--- config.mk ---
export PLATFORM = sky130hd
export DESIGN_NAME = key_debounce_click_detector_flat
export DESIGN_NICKNAME = d
export VERILOG_FILES = /design/src/hw/rtl/kdc_pkg.sv /design/src/hw/rtl/kdc_if.sv /design/src/hw/rtl/kdc_ram.sv /design/src/hw/rtl/kdc_update.sv /design/src/hw/rtl/key_debounce_click_detector.sv /design/src/flat_wrapper.sv
export SDC_FILE = /design/constraint.sdc
export NUM_CORES = 1
export LEC_CHECK = 0
export BUFFER_PORTS_ARGS = -buffer_cell sky130_fd_sc_hd__buf_2
export CAP_MARGIN = 30
export CELL_PAD_IN_SITES_DETAIL_PLACEMENT = 0
export CELL_PAD_IN_SITES_GLOBAL_PLACEMENT = 1
export CORE_MARGIN = 2
export CORE_UTILIZATION = 30
export CTS_BUF_LIST = sky130_fd_sc_hd__clkbuf_8
export CTS_CLUSTER_SIZE = 16
export DETAILED_ROUTE_END_ITERATION = 6
export GPL_TIMING_DRIVEN = 0
export HOLD_SLACK_MARGIN = 0.03
export PLACE_DENSITY = 0.54
export SETUP_SLACK_MARGIN = 0.4
export SLEW_MARGIN = 20
export SYNTH_ARGS = -nofsm -noshare
export SYNTH_HDL_FRONTEND = slang
export SYNTH_SLANG_ARGS = --single-unit
export TNS_END_PERCENT = 100
--- constraint.sdc ---
create_clock -name clk_i -period 7.4 [get_ports clk_i]
set_clock_uncertainty 0.15 [all_clocks]
set_input_delay 0.74 -clock clk_i [delete_from_list [all_inputs] [get_ports clk_i]]
set_output_delay 0.74 -clock clk_i [all_outputs]
set_load 0.03 [all_outputs]
--- src/hw/rtl/kdc_pkg.sv ---
// Package for the key debounce and click detector.
// Holds the per-key entry layout, the state codes, configuration defaults and shared types.
// No dependencies.
`timescale 1ns / 1ps

package kdc_pkg;

  // Field widths of the item channels and the configuration port.
  localparam int unsigned KeyW    = 4;
  localparam int unsigned TimerW  = 16;
  localparam int unsigned CountW  = 8;
  localparam int unsigned ScanW   = 8;
  localparam int unsigned CfgIdxW = 2;
  localparam int unsigned CfgW    = 16;

  // Default number of keys.
  localparam int unsigned NumKeysDefault = 16;

  // Configuration register indexes.
  localparam logic [CfgIdxW-1:0] RegScanInterval = 2'd0;
  localparam logic [CfgIdxW-1:0] RegLongPress    = 2'd1;
  localparam logic [CfgIdxW-1:0] RegDoubleClick  = 2'd2;
  localparam logic [CfgIdxW-1:0] RegActiveLevel  = 2'd3;

  // Configuration reset values.
  localparam logic [ScanW-1:0]  ScanIntervalRst = 8'd10;
  localparam logic [TimerW-1:0] LongPressRst    = 16'd1000;
  localparam logic [TimerW-1:0] DoubleClickRst  = 16'd300;
  localparam logic [CfgW-1:0]   ActiveLevelRst  = 16'd0;

  // Click event codes.
  localparam logic [1:0] EvNone   = 2'd0;
  localparam logic [1:0] EvSingle = 2'd1;
  localparam logic [1:0] EvMulti  = 2'd2;

  localparam logic [CountW-1:0] CountMax = '1;

  // Debounce states.
  typedef enum logic [1:0] {
    DbReleased = 2'd0,
    DbDown     = 2'd1,
    DbPressed  = 2'd2,
    DbUp       = 2'd3
  } db_state_e;

  // Click phases; the two remaining codes are unused.
  typedef enum logic [2:0] {
    PhIdle    = 3'd0,
    PhPressed = 3'd1,
    PhWait2   = 3'd2,
    PhWaitN   = 3'd3,
    PhConfirm = 3'd4,
    PhLong    = 3'd5
  } phase_e;

  // One key's stored state.
  typedef struct packed {
    db_state_e         db;
    phase_e            phase;
    logic [TimerW-1:0] press_timer;
    logic [TimerW-1:0] gap_timer;
    logic [CountW-1:0] click_count;
    logic              long_reported;
  } kdc_entry_t;

  localparam int unsigned EntryW = $bits(kdc_entry_t);

  localparam kdc_entry_t EntryRst = '{
    db:            DbReleased,
    phase:         PhIdle,
    press_timer:   '0,
    gap_timer:     '0,
    click_count:   '0,
    long_reported: 1'b0
  };

  // Timing configuration seen by the update logic.
  typedef struct packed {
    logic [ScanW-1:0]  scan_interval;
    logic [TimerW-1:0] long_press;
    logic [TimerW-1:0] double_click;
  } kdc_cfg_t;

  // Result fields of one item.
  typedef struct packed {
    logic              debounced_pressed;
    logic [1:0]        click_event;
    logic [CountW-1:0] click_total;
    logic              long_start;
    logic              long_release;
  } kdc_res_t;

endpackage

--- src/hw/rtl/kdc_if.sv ---
// Valid/ready channel interfaces for scan ticks and results.
// Depends on kdc_pkg for the field widths.
`timescale 1ns / 1ps

interface kdc_in_if
  import kdc_pkg::*;
();
  logic            valid;
  logic            ready;
  logic [KeyW-1:0] key_index;
  logic            raw_level;

  modport source (output valid, key_index, raw_level, input ready);
  modport sink   (input valid, key_index, raw_level, output ready);
endinterface

interface kdc_out_if
  import kdc_pkg::*;
();
  logic              valid;
  logic              ready;
  logic [KeyW-1:0]   key_echo;
  logic              debounced_pressed;
  logic [1:0]        click_event;
  logic [CountW-1:0] click_total;
  logic              long_start;
  logic              long_release;

  modport source (output valid, key_echo, debounced_pressed, click_event, click_total,
                  long_start, long_release, input ready);
  modport sink   (input valid, key_echo, debounced_pressed, click_event, click_total,
                  long_start, long_release, output ready);
endinterface

--- src/hw/rtl/kdc_ram.sv ---
// Generic single-write, single-read synchronous RAM with a registered read port.
// No dependencies.
`timescale 1ns / 1ps

module kdc_ram #(
  parameter int unsigned Width = 8,
  parameter int unsigned Depth = 16,
  localparam int unsigned AddrW = (Depth > 1) ? $clog2(Depth) : 1
) (
  input  logic             clk_i,
  input  logic             we_i,
  input  logic [AddrW-1:0] waddr_i,
  input  logic [Width-1:0] wdata_i,
  input  logic             re_i,
  input  logic [AddrW-1:0] raddr_i,
  output logic [Width-1:0] rdata_o
);

  logic [Width-1:0] mem_q [Depth];
  logic [Width-1:0] rdata_q;

  // Write port.
  always_ff @(posedge clk_i) begin
    if (we_i) begin
      mem_q[waddr_i] <= wdata_i;
    end
  end

  // Registered read port; data holds while no read is issued.
  always_ff @(posedge clk_i) begin
    if (re_i) begin
      rdata_q <= mem_q[raddr_i];
    end
  end

  assign rdata_o = rdata_q;

endmodule

--- src/hw/rtl/kdc_update.sv ---
// Next-state logic for one key: debounce machine, click machine and result fields.
// Depends on kdc_pkg.
`timescale 1ns / 1ps

module kdc_update
  import kdc_pkg::*;
(
  input  kdc_entry_t cur_i,
  input  logic       raw_level_i,
  input  logic       active_level_i,
  input  kdc_cfg_t   cfg_i,
  output kdc_entry_t nxt_o,
  output kdc_res_t   res_o
);

  logic              hit;
  db_state_e         db_nxt;
  logic [TimerW-1:0] press_inc;
  logic [TimerW-1:0] gap_inc;

  // Saturating add of the scan interval to a timer.
  function automatic logic [TimerW-1:0] sat_add(logic [TimerW-1:0] a, logic [ScanW-1:0] b);
    logic [TimerW:0] s;
    s = {1'b0, a} + (TimerW+1)'(b);
    return s[TimerW] ? '1 : s[TimerW-1:0];
  endfunction

  assign hit       = (raw_level_i == active_level_i);
  assign press_inc = sat_add(cur_i.press_timer, cfg_i.scan_interval);
  assign gap_inc   = sat_add(cur_i.gap_timer, cfg_i.scan_interval);

  // Debounce machine.
  always_comb begin
    case (cur_i.db)
      DbReleased: db_nxt = hit ? DbDown : DbReleased;
      DbDown:     db_nxt = hit ? DbPressed : DbReleased;
      DbPressed:  db_nxt = hit ? DbPressed : DbUp;
      default:    db_nxt = hit ? DbPressed : DbReleased;
    endcase
  end

  // Click machine, driven by the new debounced state.
  always_comb begin
    nxt_o                   = cur_i;
    nxt_o.db                = db_nxt;
    res_o                   = '0;
    res_o.debounced_pressed = (db_nxt == DbPressed);
    case (cur_i.phase)
      PhIdle: begin
        if (db_nxt == DbPressed) begin
          nxt_o.phase         = PhPressed;
          nxt_o.press_timer   = '0;
          nxt_o.long_reported = 1'b0;
          nxt_o.click_count   = '0;
        end
      end
      PhPressed: begin
        if (db_nxt == DbPressed) begin
          nxt_o.press_timer = press_inc;
          if (press_inc >= cfg_i.long_press) begin
            nxt_o.phase = PhLong;
          end
        end else begin
          nxt_o.phase     = PhWait2;
          nxt_o.gap_timer = '0;
        end
      end
      PhWait2: begin
        nxt_o.gap_timer = gap_inc;
        if (db_nxt == DbPressed) begin
          nxt_o.phase       = PhWaitN;
          nxt_o.click_count = CountW'(1);
          nxt_o.gap_timer   = '0;
        end else if (gap_inc >= cfg_i.double_click) begin
          nxt_o.phase       = PhIdle;
          res_o.click_event = EvSingle;
        end
      end
      PhWaitN: begin
        nxt_o.gap_timer = gap_inc;
        if (db_nxt == DbPressed) begin
          nxt_o.phase = PhConfirm;
        end else if (gap_inc >= cfg_i.double_click) begin
          nxt_o.phase       = PhIdle;
          res_o.click_event = EvMulti;
          res_o.click_total = cur_i.click_count;
        end
      end
      PhConfirm: begin
        if (db_nxt == DbReleased) begin
          if (cur_i.click_count != CountMax) begin
            nxt_o.click_count = cur_i.click_count + CountW'(1);
          end
          nxt_o.phase     = PhWaitN;
          nxt_o.gap_timer = '0;
        end
      end
      PhLong: begin
        if (!cur_i.long_reported) begin
          nxt_o.long_reported = 1'b1;
          res_o.long_start    = 1'b1;
          res_o.click_total   = cur_i.click_count;
        end
        if (db_nxt == DbReleased) begin
          res_o.long_release  = 1'b1;
          nxt_o.phase         = PhIdle;
          nxt_o.long_reported = 1'b0;
        end
      end
      default: begin
        // Unused phase codes hold their phase and report no click events.
      end
    endcase
  end

endmodule

--- src/hw/rtl/key_debounce_click_detector.sv ---
// Top level of the key debounce and click detector.
// Depends on kdc_pkg, kdc_if, kdc_ram and kdc_update.
`timescale 1ns / 1ps

// Each item is one scan tick for one key and yields exactly one result item. Per-key state
// lives in one RAM with a registered read port; an item reads its key's entry when accepted, is
// updated and written back, and its result registered, when the update stage advances. One item
// is accepted per cycle while the output is not stalled, also for the same key back to back,
// since the entry just written is forwarded to the next item. Per-entry valid bits make every
// key read as released and idle after reset, so no clearing pass is needed. Keys at or above
// NUM_KEYS change nothing and report only their index. Configure only while the block is idle.
module key_debounce_click_detector
  import kdc_pkg::*;
#(
  parameter int unsigned NUM_KEYS = NumKeysDefault
) (
  input  logic               clk_i,
  input  logic               rst_ni,
  input  logic               cfg_we_i,
  input  logic [CfgIdxW-1:0] cfg_idx_i,
  input  logic [CfgW-1:0]    cfg_data_i,
  kdc_in_if.sink             in_ch_i,
  kdc_out_if.source          out_ch_o
);

  localparam int unsigned AddrW = (NUM_KEYS > 1) ? $clog2(NUM_KEYS) : 1;

  // Configuration registers.
  logic [ScanW-1:0]  scan_interval_q;
  logic [TimerW-1:0] long_press_q;
  logic [TimerW-1:0] double_click_q;
  logic [CfgW-1:0]   active_level_q;

  // Update stage registers.
  logic            s1_valid_q;
  logic [KeyW-1:0] s1_key_q;
  logic            s1_level_q;
  logic            s1_in_range_q;

  // Forwarding of the last written entry.
  logic             fwd_valid_q;
  logic [AddrW-1:0] fwd_addr_q;
  kdc_entry_t       fwd_data_q;

  logic [NUM_KEYS-1:0] entry_vld_q;

  // Output register.
  logic            out_valid_q;
  logic [KeyW-1:0] out_key_q;
  kdc_res_t        out_res_q;

  logic             in_accept;
  logic             s1_advance;
  logic             s1_write;
  logic [AddrW-1:0] in_addr;
  logic [AddrW-1:0] s1_addr;
  logic [EntryW-1:0] ram_rdata;
  kdc_entry_t       cur_entry;
  kdc_entry_t       nxt_entry;
  kdc_res_t         upd_res;
  kdc_cfg_t         upd_cfg;

  // Configuration writes.
  always_ff @(posedge clk_i or negedge rst_ni) begin
    if (!rst_ni) begin
      scan_interval_q <= ScanIntervalRst;
      long_press_q    <= LongPressRst;
      double_click_q  <= DoubleClickRst;
      active_level_q  <= ActiveLevelRst;
    end else if (cfg_we_i) begin
      case (cfg_idx_i)
        RegScanInterval: scan_interval_q <= cfg_data_i[ScanW-1:0];
        RegLongPress:    long_press_q    <= cfg_data_i;
        RegDoubleClick:  double_click_q  <= cfg_data_i;
        RegActiveLevel:  active_level_q  <= cfg_data_i;
        default: ;
      endcase
    end
  end

  // Handshake: the update stage moves on whenever the output register is free or drains.
  assign s1_advance     = s1_valid_q && (!out_valid_q || out_ch_o.ready);
  assign in_ch_i.ready  = !s1_valid_q || s1_advance;
  assign in_accept      = in_ch_i.valid && in_ch_i.ready;
  assign in_addr        = AddrW'(in_ch_i.key_index);
  assign s1_addr        = AddrW'(s1_key_q);
  assign s1_write       = s1_advance && s1_in_range_q;

  // Per-key state memory.
  kdc_ram #(
    .Width (EntryW),
    .Depth (NUM_KEYS)
  ) u_state_ram (
    .clk_i   (clk_i),
    .we_i    (s1_write),
    .waddr_i (s1_addr),
    .wdata_i (nxt_entry),
    .re_i    (in_accept),
    .raddr_i (in_addr),
    .rdata_o (ram_rdata)
  );

  // Current entry: forwarded write, else memory if written since reset, else reset value.
  always_comb begin
    if (fwd_valid_q && (fwd_addr_q == s1_addr)) begin
      cur_entry = fwd_data_q;
    end else if (entry_vld_q[s1_addr]) begin
      cur_entry = kdc_entry_t'(ram_rdata);
    end else begin
      cur_entry = EntryRst;
    end
  end

  assign upd_cfg = '{
    scan_interval: scan_interval_q,
    long_press:    long_press_q,
    double_click:  double_click_q
  };

  kdc_update u_update (
    .cur_i          (cur_entry),
    .raw_level_i    (s1_level_q),
    .active_level_i (active_level_q[s1_key_q]),
    .cfg_i          (upd_cfg),
    .nxt_o          (nxt_entry),
    .res_o          (upd_res)
  );

  // Update stage control.
  always_ff @(posedge clk_i or negedge rst_ni) begin
    if (!rst_ni) begin
      s1_valid_q <= 1'b0;
    end else if (in_ch_i.ready) begin
      s1_valid_q <= in_ch_i.valid;
    end
  end

  // Update stage payload.
  always_ff @(posedge clk_i) begin
    if (in_accept) begin
      s1_key_q      <= in_ch_i.key_index;
      s1_level_q    <= in_ch_i.raw_level;
      s1_in_range_q <= (32'(in_ch_i.key_index) < NUM_KEYS);
    end
  end

  // Valid bits and forwarding register track each write-back.
  always_ff @(posedge clk_i or negedge rst_ni) begin
    if (!rst_ni) begin
      entry_vld_q <= '0;
      fwd_valid_q <= 1'b0;
    end else if (s1_write) begin
      entry_vld_q[s1_addr] <= 1'b1;
      fwd_valid_q          <= 1'b1;
    end
  end

  always_ff @(posedge clk_i) begin
    if (s1_write) begin
      fwd_addr_q <= s1_addr;
      fwd_data_q <= nxt_entry;
    end
  end

  // Output register control.
  always_ff @(posedge clk_i or negedge rst_ni) begin
    if (!rst_ni) begin
      out_valid_q <= 1'b0;
    end else if (!out_valid_q || out_ch_o.ready) begin
      out_valid_q <= s1_valid_q;
    end
  end

  // Output register payload; keys out of range report only their index.
  always_ff @(posedge clk_i) begin
    if (s1_advance) begin
      out_key_q <= s1_key_q;
      out_res_q <= s1_in_range_q ? upd_res : '0;
    end
  end

  assign out_ch_o.valid             = out_valid_q;
  assign out_ch_o.key_echo          = out_key_q;
  assign out_ch_o.debounced_pressed = out_res_q.debounced_pressed;
  assign out_ch_o.click_event       = out_res_q.click_event;
  assign out_ch_o.click_total       = out_res_q.click_total;
  assign out_ch_o.long_start        = out_res_q.long_start;
  assign out_ch_o.long_release      = out_res_q.long_release;

endmodule

--- src/flat_wrapper.sv ---
// flat-port wrapper written by rule: the top's interface ports become plain ports
module key_debounce_click_detector_flat import kdc_pkg::*;
#(
  parameter int unsigned NUM_KEYS = NumKeysDefault
)
  (clk_i, rst_ni, cfg_we_i, cfg_idx_i, cfg_data_i, in_ch_i_valid, in_ch_i_key_index, in_ch_i_raw_level, in_ch_i_ready, out_ch_o_valid, out_ch_o_key_echo, out_ch_o_debounced_pressed, out_ch_o_click_event, out_ch_o_click_total, out_ch_o_long_start, out_ch_o_long_release, out_ch_o_ready);
  kdc_in_if in_ch_i_i ();
  kdc_out_if out_ch_o_i ();
  input  logic clk_i;
  input  logic rst_ni;
  input  logic cfg_we_i;
  input  logic [CfgIdxW-1:0] cfg_idx_i;
  input  logic [CfgW-1:0] cfg_data_i;
  input wire logic [$bits(in_ch_i_i.valid)-1:0] in_ch_i_valid;
  input wire logic [$bits(in_ch_i_i.key_index)-1:0] in_ch_i_key_index;
  input wire logic [$bits(in_ch_i_i.raw_level)-1:0] in_ch_i_raw_level;
  output wire logic [$bits(in_ch_i_i.ready)-1:0] in_ch_i_ready;
  output wire logic [$bits(out_ch_o_i.valid)-1:0] out_ch_o_valid;
  output wire logic [$bits(out_ch_o_i.key_echo)-1:0] out_ch_o_key_echo;
  output wire logic [$bits(out_ch_o_i.debounced_pressed)-1:0] out_ch_o_debounced_pressed;
  output wire logic [$bits(out_ch_o_i.click_event)-1:0] out_ch_o_click_event;
  output wire logic [$bits(out_ch_o_i.click_total)-1:0] out_ch_o_click_total;
  output wire logic [$bits(out_ch_o_i.long_start)-1:0] out_ch_o_long_start;
  output wire logic [$bits(out_ch_o_i.long_release)-1:0] out_ch_o_long_release;
  input wire logic [$bits(out_ch_o_i.ready)-1:0] out_ch_o_ready;
  assign in_ch_i_i.valid = in_ch_i_valid;
  assign in_ch_i_i.key_index = in_ch_i_key_index;
  assign in_ch_i_i.raw_level = in_ch_i_raw_level;
  assign in_ch_i_ready = in_ch_i_i.ready;
  assign out_ch_o_valid = out_ch_o_i.valid;
  assign out_ch_o_key_echo = out_ch_o_i.key_echo;
  assign out_ch_o_debounced_pressed = out_ch_o_i.debounced_pressed;
  assign out_ch_o_click_event = out_ch_o_i.click_event;
  assign out_ch_o_click_total = out_ch_o_i.click_total;
  assign out_ch_o_long_start = out_ch_o_i.long_start;
  assign out_ch_o_long_release = out_ch_o_i.long_release;
  assign out_ch_o_i.ready = out_ch_o_ready;
  key_debounce_click_detector #(.NUM_KEYS(NUM_KEYS)) u_core (.clk_i(clk_i), .rst_ni(rst_ni), .cfg_we_i(cfg_we_i), .cfg_idx_i(cfg_idx_i), .cfg_data_i(cfg_data_i), .in_ch_i(in_ch_i_i), .out_ch_o(out_ch_o_i));
endmodule
# Word-level counts from Yosys, hierarchy flattened
# Memory sizes are Yosys's and may differ from the RTL's. A register that Yosys moved wholly into a read port is not among the register bits.
# Cells that the tools add are included.
# Widths: inputs -> output; s select.
[op_classes]
add_sub_neg = 3
n_lt_le_gt_ge = 4
n_eq_ne = 13
mux = 44
n_bitwise = 1
reduce_logical = 16
[ops]
columns = ["op", "n"]
rows = [
  ["$mux 46", 2],
  ["$mux 16", 4],
  ["$pmux 16 s4", 1],
  ["$mux 24", 2],
  ["$add 16x8->17", 2],
  ["$ge 16x16->1", 2],
  ["$pmux 16 s2", 1],
  ["$pmux 8 s3", 1],
  ["$mux 3", 7],
  ["$mux 10", 2],
  ["$mux 19", 1],
  ["$mux 9", 2],
  ["$pmux 3 s6", 1],
  ["$or 16x16->16", 1],
  ["$pmux 8 s2", 1],
  ["$mux 1", 10],
  ["$add 8x1->8 const B", 1],
  ["$bmux 1 s4", 2],
  ["$eq 2x2->1 const B", 4],
  ["$mux 8", 1],
  ["$ne 8x8->1 const B", 1],
  ["$pmux 2 s2", 2],
  ["$reduce_and 2->1", 4],
  ["$eq 3x2->1 const B", 2],
  ["other kinds (15)", 24],
]
[totals]
reg_bits = 143
mem_bits_rw = 736
input_bits = 28
out_inout_bits = 19
wordCells = 104
memories = 1
[mem_list]
columns = ["name", "words", "width", "read_ports", "rd_clocked_by_memory_dff", "wr", "line", "text"]
rows = [
  ["u_core.u_state_ram.mem_q", 16, 46, 1, 1, 1, "kdc_ram.sv:19", "logic [Width-1:0] mem_q [Depth];"],
]

# Depth between registers and ports, before layout
# Gate-level depths: netlist of the first run.
[depth]
word_depth = 10
depth_mapped = 32

# Cells and area by module
# From an unflattened synthesis of the first run, not the netlist that was laid out.
[unflattened]
hier_cells = 2035
area_unflattened_um2 = 37930.1
[by_module_without_submodules]
columns = ["mod", "instances", "cells_per_inst", "area_per_inst_um2", "seq_area_each_um2"]
rows = [
  ["kdc_ram", 1, 1191, 28954.0, 23482.5],
  ["key_debounce_click_detector", 1, 376, 5936.9, 3933.8],
  ["kdc_update", 1, 468, 3039.2, 0.0],
]

# Worst setup path after synthesis of the first run
# No wires, ideal clock.
[synth_path]
path_type = "register to register"
from = "register u_core.fwd_addr_q[0]"
to = "register u_core.fwd_data_q[43] in the netlist's numbering, data pin"
setup_time_ns = 0.361
arrival_ns = 6.001
t_required_ns = 6.889
setup_slack_ns = 0.888
stages_incl_launch_ff = 28
n_path_buf = 5
cell_sequence = "edfxtp_1 -> xnor2_1 -> nand3_1 -> nor2_1 -> buf_4 -> buf_4 -> buf_2 -> clkbuf_1 -> a22o_1 -> ha_1 -> inv_1 -> fa_1 -> nor2b_1 -> o31a_1 -> nor2b_1 -> o21bai_1 -> nand3_1 -> or3_1 -> buf_2 -> nand2_1 -> ha_1 -> a21oi_1 -> nor2b_1 -> o21ai_0 -> a21o_1 -> a21oi_1 -> o31ai_1 -> a311oi_1"
[synth_lines]
columns = ["element", "line", "text"]
rows = [
  ["from (decl)", "key_debounce_click_detector.sv:42", "logic [AddrW-1:0] fwd_addr_q;"],
  ["from (signal assigned)", "key_debounce_click_detector.sv:160", "fwd_addr_q <= s1_addr;"],
  ["to (signal assigned)", "key_debounce_click_detector.sv:161", "fwd_data_q <= nxt_entry;"],
  ["to (decl)", "key_debounce_click_detector.sv:43", "kdc_entry_t fwd_data_q;"],
]

==> results.txt, run 1 <==
The die is 358.9 um tall. The worst setup path is of the flop to flop kind. Based on the critical path, the design can be clocked at up to 148.0 MHz. The number of antenna violations at the first check in global routing came out at 8. Of all nets on the critical path, the largest fanout is 16.

sky130_fd_sc_hd__edfxtp_1 takes more of the synthesized area than any other cell. Of the cells placed in the final design, the portion with a size suffix greater than 1 is 35.67%. Buffers inserted during clock tree synthesis total 157.

The non-filler instance count after layout is 4028. CTS placed an instance of sky130_fd_sc_hd__clkbuf_8 at the clock tree root. The worst-case register-to-register setup slack came out at 640 ps.

The HPWL after detailed placement is 75350 um. By instance count, the leading cell after synthesis is sky130_fd_sc_hd__edfxtp_1. The CTS H-tree depth is 4. By instance count, the cell type seen most on the critical path is sky130_fd_sc_hd__buf_4.

VDD sags by at most 0.0001621 V. By area the synthesized netlist is led by sky130_fd_sc_hd__edfxtp_1 68%, sky130_fd_sc_hd__mux4_2 14%, sky130_fd_sc_hd__dfrtp_1 4.2%, sky130_fd_sc_hd__mux2_2 1.6%, sky130_fd_sc_hd__ha_1 1.6%. The number of placement rows came out at 130. By count the netlist is led by 850 x sky130_fd_sc_hd__edfxtp_1, 237 x sky130_fd_sc_hd__mux4_2, 63 x sky130_fd_sc_hd__dfrtp_1.

For the worst setup path, the data arrival time is 7180 ps. The net count of the finished layout is 2322. The number of detailed-route iterations in the first pass came out at 5.

The share of the synthesized area in the top cell type came out at 67.53%. The number of warnings reported in the yosys synthesis log came out at 0. The startpoint identified for the worst register-to-register timing path is u_core.s1_addr[3]$_DFFE_PP_.

The layout has 11620 filler cells. The TritonCTS sink count is 925. The clock network latency to the later pin of the worst-skew pair is 850 ps. Once the floorplan was initialized, standard cells occupied 30.18% of the core.

The number of synthesized flops with an enable pin is 850. The worst path buffer plus inverter count came out at 8. The cell with the biggest individual delay on the critical path is sky130_fd_sc_hd__edfxtp_1. From synthesis to final layout, the design area changed by 20.59%. The total die area is 0.1288 sq mm.

The minimum setup slack after placement came out at -2503 ps. The area after detailed placement is 0.04177 sq mm. The post-synthesis sequential element count came out at 925. Entering global routing, the biggest net connects 58 pins.

Summing every instance area after synthesis gives 0.03780 sq mm. Port buffering added 46 buffers. The delay of the slowest cell on the worst path is 440 ps. The shortest clock period the worst path allows after layout is 6757 ps. TritonCTS built the clock tree.

The gate family responsible for the most delay along the worst path is compound AO/OA/AOI/OAI gates. The area of all placed cells without fillers is 0.04558 sq mm. 47 I/O pins were placed. The run finished with clean final reports.

The remaining antenna violation count after routing came out at 0. Counting cells, the worst reg-to-reg path comes to 30. The number of hold-slack violations in the final timing report came out at 0. STA classifies the critical path startpoint as a flop.

The worst setup margin came out at 642.6 ps. The required time of the worst setup path came out at 7830 ps. The buffer levels on the longest clock path came out at 3. Setup repair after global routing left no endpoint under its margin. The worst flop-to-flop path endpoint is u_core.u_state_ram.mem_q[14][43]$_DFFE_PP_. The sum of routed wire length over all layers is 110100 um. The clock-pin slew on the worst setup and hold paths came out at 60 ps. The area inside the core boundary came out at 0.1252 sq mm. The worst setup path is captured at a flop.

For the pin with the worst max-slew slack, the measured transition is 1020 ps. The via total after detailed routing is 20570. The fraction of synthesis flops using an asynchronous set or reset pin is 8.108%. The distinct cell type count of the synthesized netlist came out at 87.

The final core area utilization is 36.39%. The max-slew violation count came out at 0. The standby leakage power came out at 15.48 nW. The synthesized netlist net count is 1974. The part of the Yosys area used for sequential elements came out at 72.54%.

Using the TritonRoute via totals, the vias-per-cell ratio works out to 5.107. The number of global-route vias before repair is 21430. The logic depth of the worst setup path including buffers came out at 30. The die is 358.9 um wide. The max capacitance violation total came out at 0. In this run the power density over the cells is 292.4 mW/mm^2. The synthesized area per cell is 19.95 sq um. The portion of the clock cycle consumed by the worst path in the final layout came out at 91.32%. In this run the worst setup path terminates at u_core.u_state_ram.mem_q[14][43]$_DFFE_PP_. Setup violations remaining at the end of the flow were counted as 0.

The worst pin sits at a relative slew slack of 30.64%. The global-route wire length before repair is 156700 um. For this run, design rule violations remaining after detail routing come to 0.

The tightest min-delay check is of the primary input to flop type. Tracing the worst setup path back leads to its startpoint at u_core.s1_addr[3]$_DFFE_PP_. Across every metal layer, demand over resource in global routing totals 17.00%. The number of DRC violations after detailed-routing iteration 0 came out at 2114.

The detail-routed net length per standard cell came out at 27.32 um. Routability-driven placement finished with a final weighted congestion of 0.8225. The instance count after placement with tap cells included came out at 3690.

The aggregate global routing overflow is 0. After technology mapping, the gate count stands at 1895. The most used flip-flop cell after synthesis is sky130_fd_sc_hd__edfxtp_1.
[power by group]
group	total, mW	internal [mW]	switching [mW]
Clock	4.34	2.20	2.13
Sequential	6.55	6.43	0.119
Combinational	2.44	0.862	1.57
Total	13.3	9.50	3.83
[worst min-delay path by stage]
stage                                       startpoint                              endpoint  slack, ps  cells after the start
floorplan            u_core.entry_vld_q[6]$_DFFE_PN0P_     u_core.entry_vld_q[6]$_DFFE_PN0P_        280                      1
global placement     u_core.entry_vld_q[6]$_DFFE_PN0P_     u_core.entry_vld_q[6]$_DFFE_PN0P_        290                      1
detailed placement  u_core.entry_vld_q[13]$_DFFE_PN0P_    u_core.entry_vld_q[13]$_DFFE_PN0P_        300                      1
CTS                                      cfg_data_i[3]    u_core.long_press_q[3]$_DFFE_PN1P_         30                      2
global route                             cfg_data_i[3]    u_core.long_press_q[3]$_DFFE_PN1P_         60                      2
finish                                   cfg_data_i[3]  u_core.double_click_q[3]$_DFFE_PN1P_        100                      2
[final cells by class]
type,count,area (sq um),share of cell area [%]
multi-input cells,838,10360,22.73
plain buffers,83,471.7,1.035
diodes,6,15.01,0.03294
repair buffers,188,2117,4.645
inverters,50,190.2,0.4173
clock buffers,163,2243,4.922
well taps,1650,2064,4.529
clock inverters,125,700.7,1.537
flip-flops and latches,925,27420,60.15
[cell families after synthesis]
kind of cell	Yosys count	share of synthesized area [%]
XOR/XNOR	17	0.3939
flip-flops	925	72.54
AND/OR/NAND/NOR	231	3.188
AO/OA/AOI/OAI	239	4.671
multiplexers	299	16.00
adder cells (fa/ha/maj)	51	1.728
buffers and inverters	133	1.480
[through the flow]
stage	hold slack (ps)	TNS [ps]	power, mW
after global routing	64.24	0	13.92
final	102.4	0	13.33
after CTS	31.26	0	13.33
after global placement	294.4	-1525320	8.695
after detailed placement	299.1	-339720	8.850
after floorplan	280.0	0	7.965
[what timing repair did]
action / in CTS / in global routing
cloned: 1 / 1
setup buffers: 9 / 11
pin swaps: 7 / 11
endpoints found under the hold margin: 91 / 0
setup endpoints to repair: 621 / 61
gates resized for setup: 52 / 39
hold buffers: 16 / 0
[registers in the layout (all words and copies together) (netlist names), 8 cells and up]
register                     count
u_core.active_level_q           16
u_core.double_click_q           16
u_core.u_state_ram.rdata_o      46
u_core.fwd_data_q               46
u_core.scan_interval_q           8
u_core.long_press_q             16
u_core.entry_vld_q              16
u_core.out_ch_o.click_total      8
u_core.u_state_ram.mem_q       736
[cell usage in the layout, fill, tap and decap left out, types with 42 or more instances in the layout]
cell type,Yosys,routed
sky130_fd_sc_hd__nor2_1,60,42
sky130_fd_sc_hd__clkbuf_8,0,163
sky130_fd_sc_hd__inv_1,50,104
sky130_fd_sc_hd__buf_4,6,66
sky130_fd_sc_hd__buf_2,12,66
sky130_fd_sc_hd__nand2_1,45,44
sky130_fd_sc_hd__dfrtp_1,63,63
sky130_fd_sc_hd__mux4_2,237,238
sky130_fd_sc_hd__ha_1,49,48
sky130_fd_sc_hd__mux2_2,55,55
sky130_fd_sc_hd__edfxtp_1,850,850
[metal layers]
metal	track usage, %	wire [um]
met1	23.83	49850
met2	26.74	51460
met3	3.380	6083
met4	5.113	2645
met5	0	23
No activity file was read; power rests on OpenSTA's default activity.
==> run 2: changes to the inputs <==
--- a/config.mk
+++ b/config.mk
@@ -7,16 +7,15 @@
 export LEC_CHECK = 0
 export BUFFER_PORTS_ARGS = -buffer_cell sky130_fd_sc_hd__buf_2
 export CAP_MARGIN = 30
-export CELL_PAD_IN_SITES_DETAIL_PLACEMENT = 0
-export CELL_PAD_IN_SITES_GLOBAL_PLACEMENT = 1
-export CORE_MARGIN = 2
+export CELL_PAD_IN_SITES_DETAIL_PLACEMENT = 1
+export CELL_PAD_IN_SITES_GLOBAL_PLACEMENT = 2
 export CORE_UTILIZATION = 30
 export CTS_BUF_LIST = sky130_fd_sc_hd__clkbuf_8
 export CTS_CLUSTER_SIZE = 16
 export DETAILED_ROUTE_END_ITERATION = 6
 export GPL_TIMING_DRIVEN = 0
 export HOLD_SLACK_MARGIN = 0.03
-export PLACE_DENSITY = 0.54
+export PLACE_DENSITY = 0.58
 export SETUP_SLACK_MARGIN = 0.4
 export SLEW_MARGIN = 20
 export SYNTH_ARGS = -nofsm -noshare
==> run 2 against run 1 <==
Effect of this change:
- global-route usage up 0.84 points
- first-iteration DRC count down 17%
- cell count down 0.35%
- largest cell class unchanged
- critical path depth down 8
- non-clock buffer count up 3
- utilization up 0.16 points
- wire length up 2.2%
- setup slack better by 90 ps
==> results.txt, run 2 (synthesis results as in run 1) <==
The run finished with clean final reports. The maximum clock frequency is 150.0 MHz (+1.4%). The met1 routed wirelength after detailed routing came out at 52170 um (+4.7%). The top metal layer carrying routed signals is met5.

The shortest clock period the worst path allows after layout is 6667 ps (-90.38 ps). The register with the most flip-flops in the final layout is u_core.u_state_ram.mem_q. The TritonCTS sink count is 925 (unchanged).

The required time of the worst setup path is 7930 ps (+100 ps). The aggregate global-route resource usage came out at 17.84% (+0.84 points). The net switching power is 3.887 mW (+1.6%). The standby leakage power came out at 15.45 nW (-0.22%). The met3 wirelength from detailed routing is 5425 um (-11%). The number of hold-slack violations in the final timing report was 0 (unchanged). The sequential cell area came out at 0.02742 sq mm (unchanged). The detailed-routed wire length on met2 is 52330 um (+1.7%).

The number of DRC violations after detailed routing is 0 (unchanged). The total number of nets in the final design came out at 2325 (+0.13%). The number of DRC violations after detailed-routing iteration 0 came to 1761 (-17%).

The count of input and output buffers is 46 (unchanged). The type of the worst setup path is flop to flop. The critical path arrival is 7200 ps (+20 ps). The minimum setup slack after placement came out at -2296 ps (+207.3 ps). The number of antenna violations at the first check in global routing came out at 3 (-5).

STA classifies the critical path endpoint as a flop. The area of all placed cells without fillers came out at 0.04543 sq mm (-0.32%). The number of placement rows came out at 129 (-0.77%).

The part of the power in combinational logic came out at 18.3% (about the same). The via total after detailed routing is 20530 (-0.18%). The summed negative setup slack over all endpoints is 0 ps (unchanged). The multi-input gate area in the final layout came out at 0.01029 sq mm (-0.71%). CTS placed an instance of sky130_fd_sc_hd__clkbuf_8 at the clock tree root. The slowest stage of the critical path is the sky130_fd_sc_hd__mux4_2 cell. The detailed placer's ending HPWL came to 78220 um (+3.8%). The clock network latency to the later pin of the worst-skew pair is 840 ps (about the same). The maximum fanout encountered on the critical timing path came out at 16 (unchanged). The portion of the clock cycle consumed by the worst path in the final layout came out at 90.10% (-1.2 points). The global-route wire length before repair is 160400 um (+2.3%). The worst-margin pin slew was 1021 ps (+0.8221 ps). Leaving out fill and tap cells, the most frequent cell in the layout is sky130_fd_sc_hd__edfxtp_1. The number of global-route vias before repair came out at 22070 (+3.0%).

The worst setup margin came to 733.0 ps (+90.38 ps). The final core area utilization is 36.56% (+0.16 points). The part of the total power dissipated in sequential elements came out at 49.0% (-0.2 points). The initial core utilization came out at 30.41% (+0.23 points). The delay of the slowest cell on the worst path came out at 550 ps (+110 ps). The clock power share is 32.7% (about the same).

The tightest slew margin relative to the limit came to 31.93% (+1.3 points). The width of the die is 356.9 um (-0.56%). The die outline height came out at 356.9 um (-0.56%).

The final-report setup violation count came out at 0 (unchanged). The area after detailed placement came to 0.04177 sq mm (about the same). The global placer's final weighted congestion was 0.8259 (+0.41%).

The total die area came to 0.1274 sq mm (-1.1%). The area growth from synthesis to layout is 20.20%. The number of vias per cell came to 5.115 (+0.17%). The clock-pin slew on the worst setup and hold paths is 60 ps (about the same). The flip-flop count of the largest register, all copies and words added is 736 (unchanged). The internal power is 9.470 mW (-0.32%). The remaining antenna violation count after routing is 0 (unchanged). Traced cell by cell, the critical path runs through mux4_2, mux2i_2, mux2_4, buf_6, nor2_4, buf_12, buf_2, a22o_1, ha_1, o21ai_0, nor2_1, o21ai_0, a21oi_1, o2111ai_2, nor3_2, a21oi_1, ha_1, nand4_1, nor3_1, o31ai_4, a311oi_2, buf_4. The area inside the core boundary came out at 0.1243 sq mm (-0.77%). The power density over the cells is 294.0 mW/mm^2 (+0.55%). TritonCTS built the clock tree. The maximum number of pins on one net before global-route repair is 42 (-28%). The max-slew violation count came out at 0 (unchanged).

The number of primary I/O pins is 47 (unchanged). The sum of routed wire length over all layers came to 112500 um (+2.2%). The worst setup path is launched from a flop. Setup repair after global routing left no endpoint under its margin. The number of detailed-route iterations in the first pass is 5 (unchanged).

In the layout the commonest cells are 850 x sky130_fd_sc_hd__edfxtp_1, 238 x sky130_fd_sc_hd__mux4_2, 161 x sky130_fd_sc_hd__clkbuf_8, 100 x sky130_fd_sc_hd__inv_1, 71 x sky130_fd_sc_hd__buf_2. The aggregate global routing overflow was 0 (unchanged). The number of clock buffers inserted by TritonCTS came out at 158 (+0.64%). The share of layout cells above drive strength 1 came out at 35.37% (-0.30 points). The number of filler instances in the final layout is 12250 (+5.4%). The maximum vdd ir drop came out at 0.0001434 V (-12%). The min-delay analysis places its worst path in the category primary input to flop.

The detail-routed net length per standard cell came out at 28.01 um (+2.5%). The buffer levels on the longest clock path came out at 3 (unchanged). The proportion of total power due to net switching is 29.10% (+0.38 points). The max capacitance violation total was 0 (unchanged). The CTS H-tree depth is 4 (unchanged).
[run 2: cell types whose count changed in the layout (fill, tap and decap cells not counted), sizes merged, moves of 2 or more]
cell | previous run | this run
buf | 214 | 218
clkbuf | 204 | 202
clkinv | 56 | 58
clkinvlp | 3 | 1
[run 2: metal layers]
metal  GRT usage, %  vias up
met1          25.42    11170
met5              0        -
li1               -     8596
met3          3.046      166
met2          27.81      603
met4          5.547        2
[run 2: worst paths after layout]
check                      slack (ps)  cells past startpoint                         startpoint                                   endpoint
setup / recovery                  730                     22        u_core.s1_addr[2]$_DFFE_PP_  u_core.u_state_ram.mem_q[3][43]$_DFFE_PP_
hold / removal                    120                      2                      cfg_data_i[2]       u_core.double_click_q[2]$_DFFE_PN1P_
setup reg to reg                  730                     22        u_core.s1_addr[2]$_DFFE_PP_  u_core.u_state_ram.mem_q[3][43]$_DFFE_PP_
hold reg to reg                   310                      1  u_core.entry_vld_q[9]$_DFFE_PN0P_          u_core.entry_vld_q[9]$_DFFE_PN0P_
max in group asynchronous        6180                      3                             rst_ni          u_core.entry_vld_q[9]$_DFFE_PN0P_
min in group asynchronous         280                      2                             rst_ni       u_core.double_click_q[0]$_DFFE_PN0P_
[run 2: area by class of cell]
| cell class | count | share of cell area (%) |
|---|---|---|
| Sequential cell | 925 | 60.35 |
| Multi-Input combinational cell | 837 | 22.64 |
| Clock buffer | 161 | 4.877 |
| Timing Repair Buffer | 191 | 4.569 |
| Tap cell | 1637 | 4.508 |
| Clock inverter | 125 | 1.617 |
| Buffer | 83 | 0.9969 |
| Inverter | 50 | 0.4186 |
| Antenna cell | 5 | 0.02754 |
[run 2: what timing repair did]
item                       in CTS  in global routing
buffers inserted                8                  7
pin swaps                       6                  8
hold endpoints to repair       58                  0
resized for setup              51                 29
hold buffers                   15                  0
setup endpoints to repair     563                 61
[run 2: stage by stage]
stage,std cells,total power [mW],hold slack (ps)
global placement,3578,8.752,295.7
detailed placement,3684,8.948,303.6
floorplan,1895,7.965,280.0
global route,4012,13.91,68.35
CTS,3993,13.44,36.82
finish,4014,13.36,122.1
[run 2: power by group through the flow]
stage          logic [mW]  registers (mW)  clock network [mW]
2_1_floorplan        1.34            6.63                   0
3_3_place_gp         2.08            6.67                   0
3_5_place_dp         2.29            6.66                   0
4_1_cts              2.39            6.55                4.50
5_1_grt              2.64            6.57                4.70
6_report             2.44            6.55                4.37
[run 2: worst max-delay path: cells and delay by family, from the launching register on]
family          cells  cell delay [ps]
mux                 3             1080
simple gates        5             1090
fa+ha+maj           2              680
buf+inv             4              930
flops               1              520
compound gates      8             2030
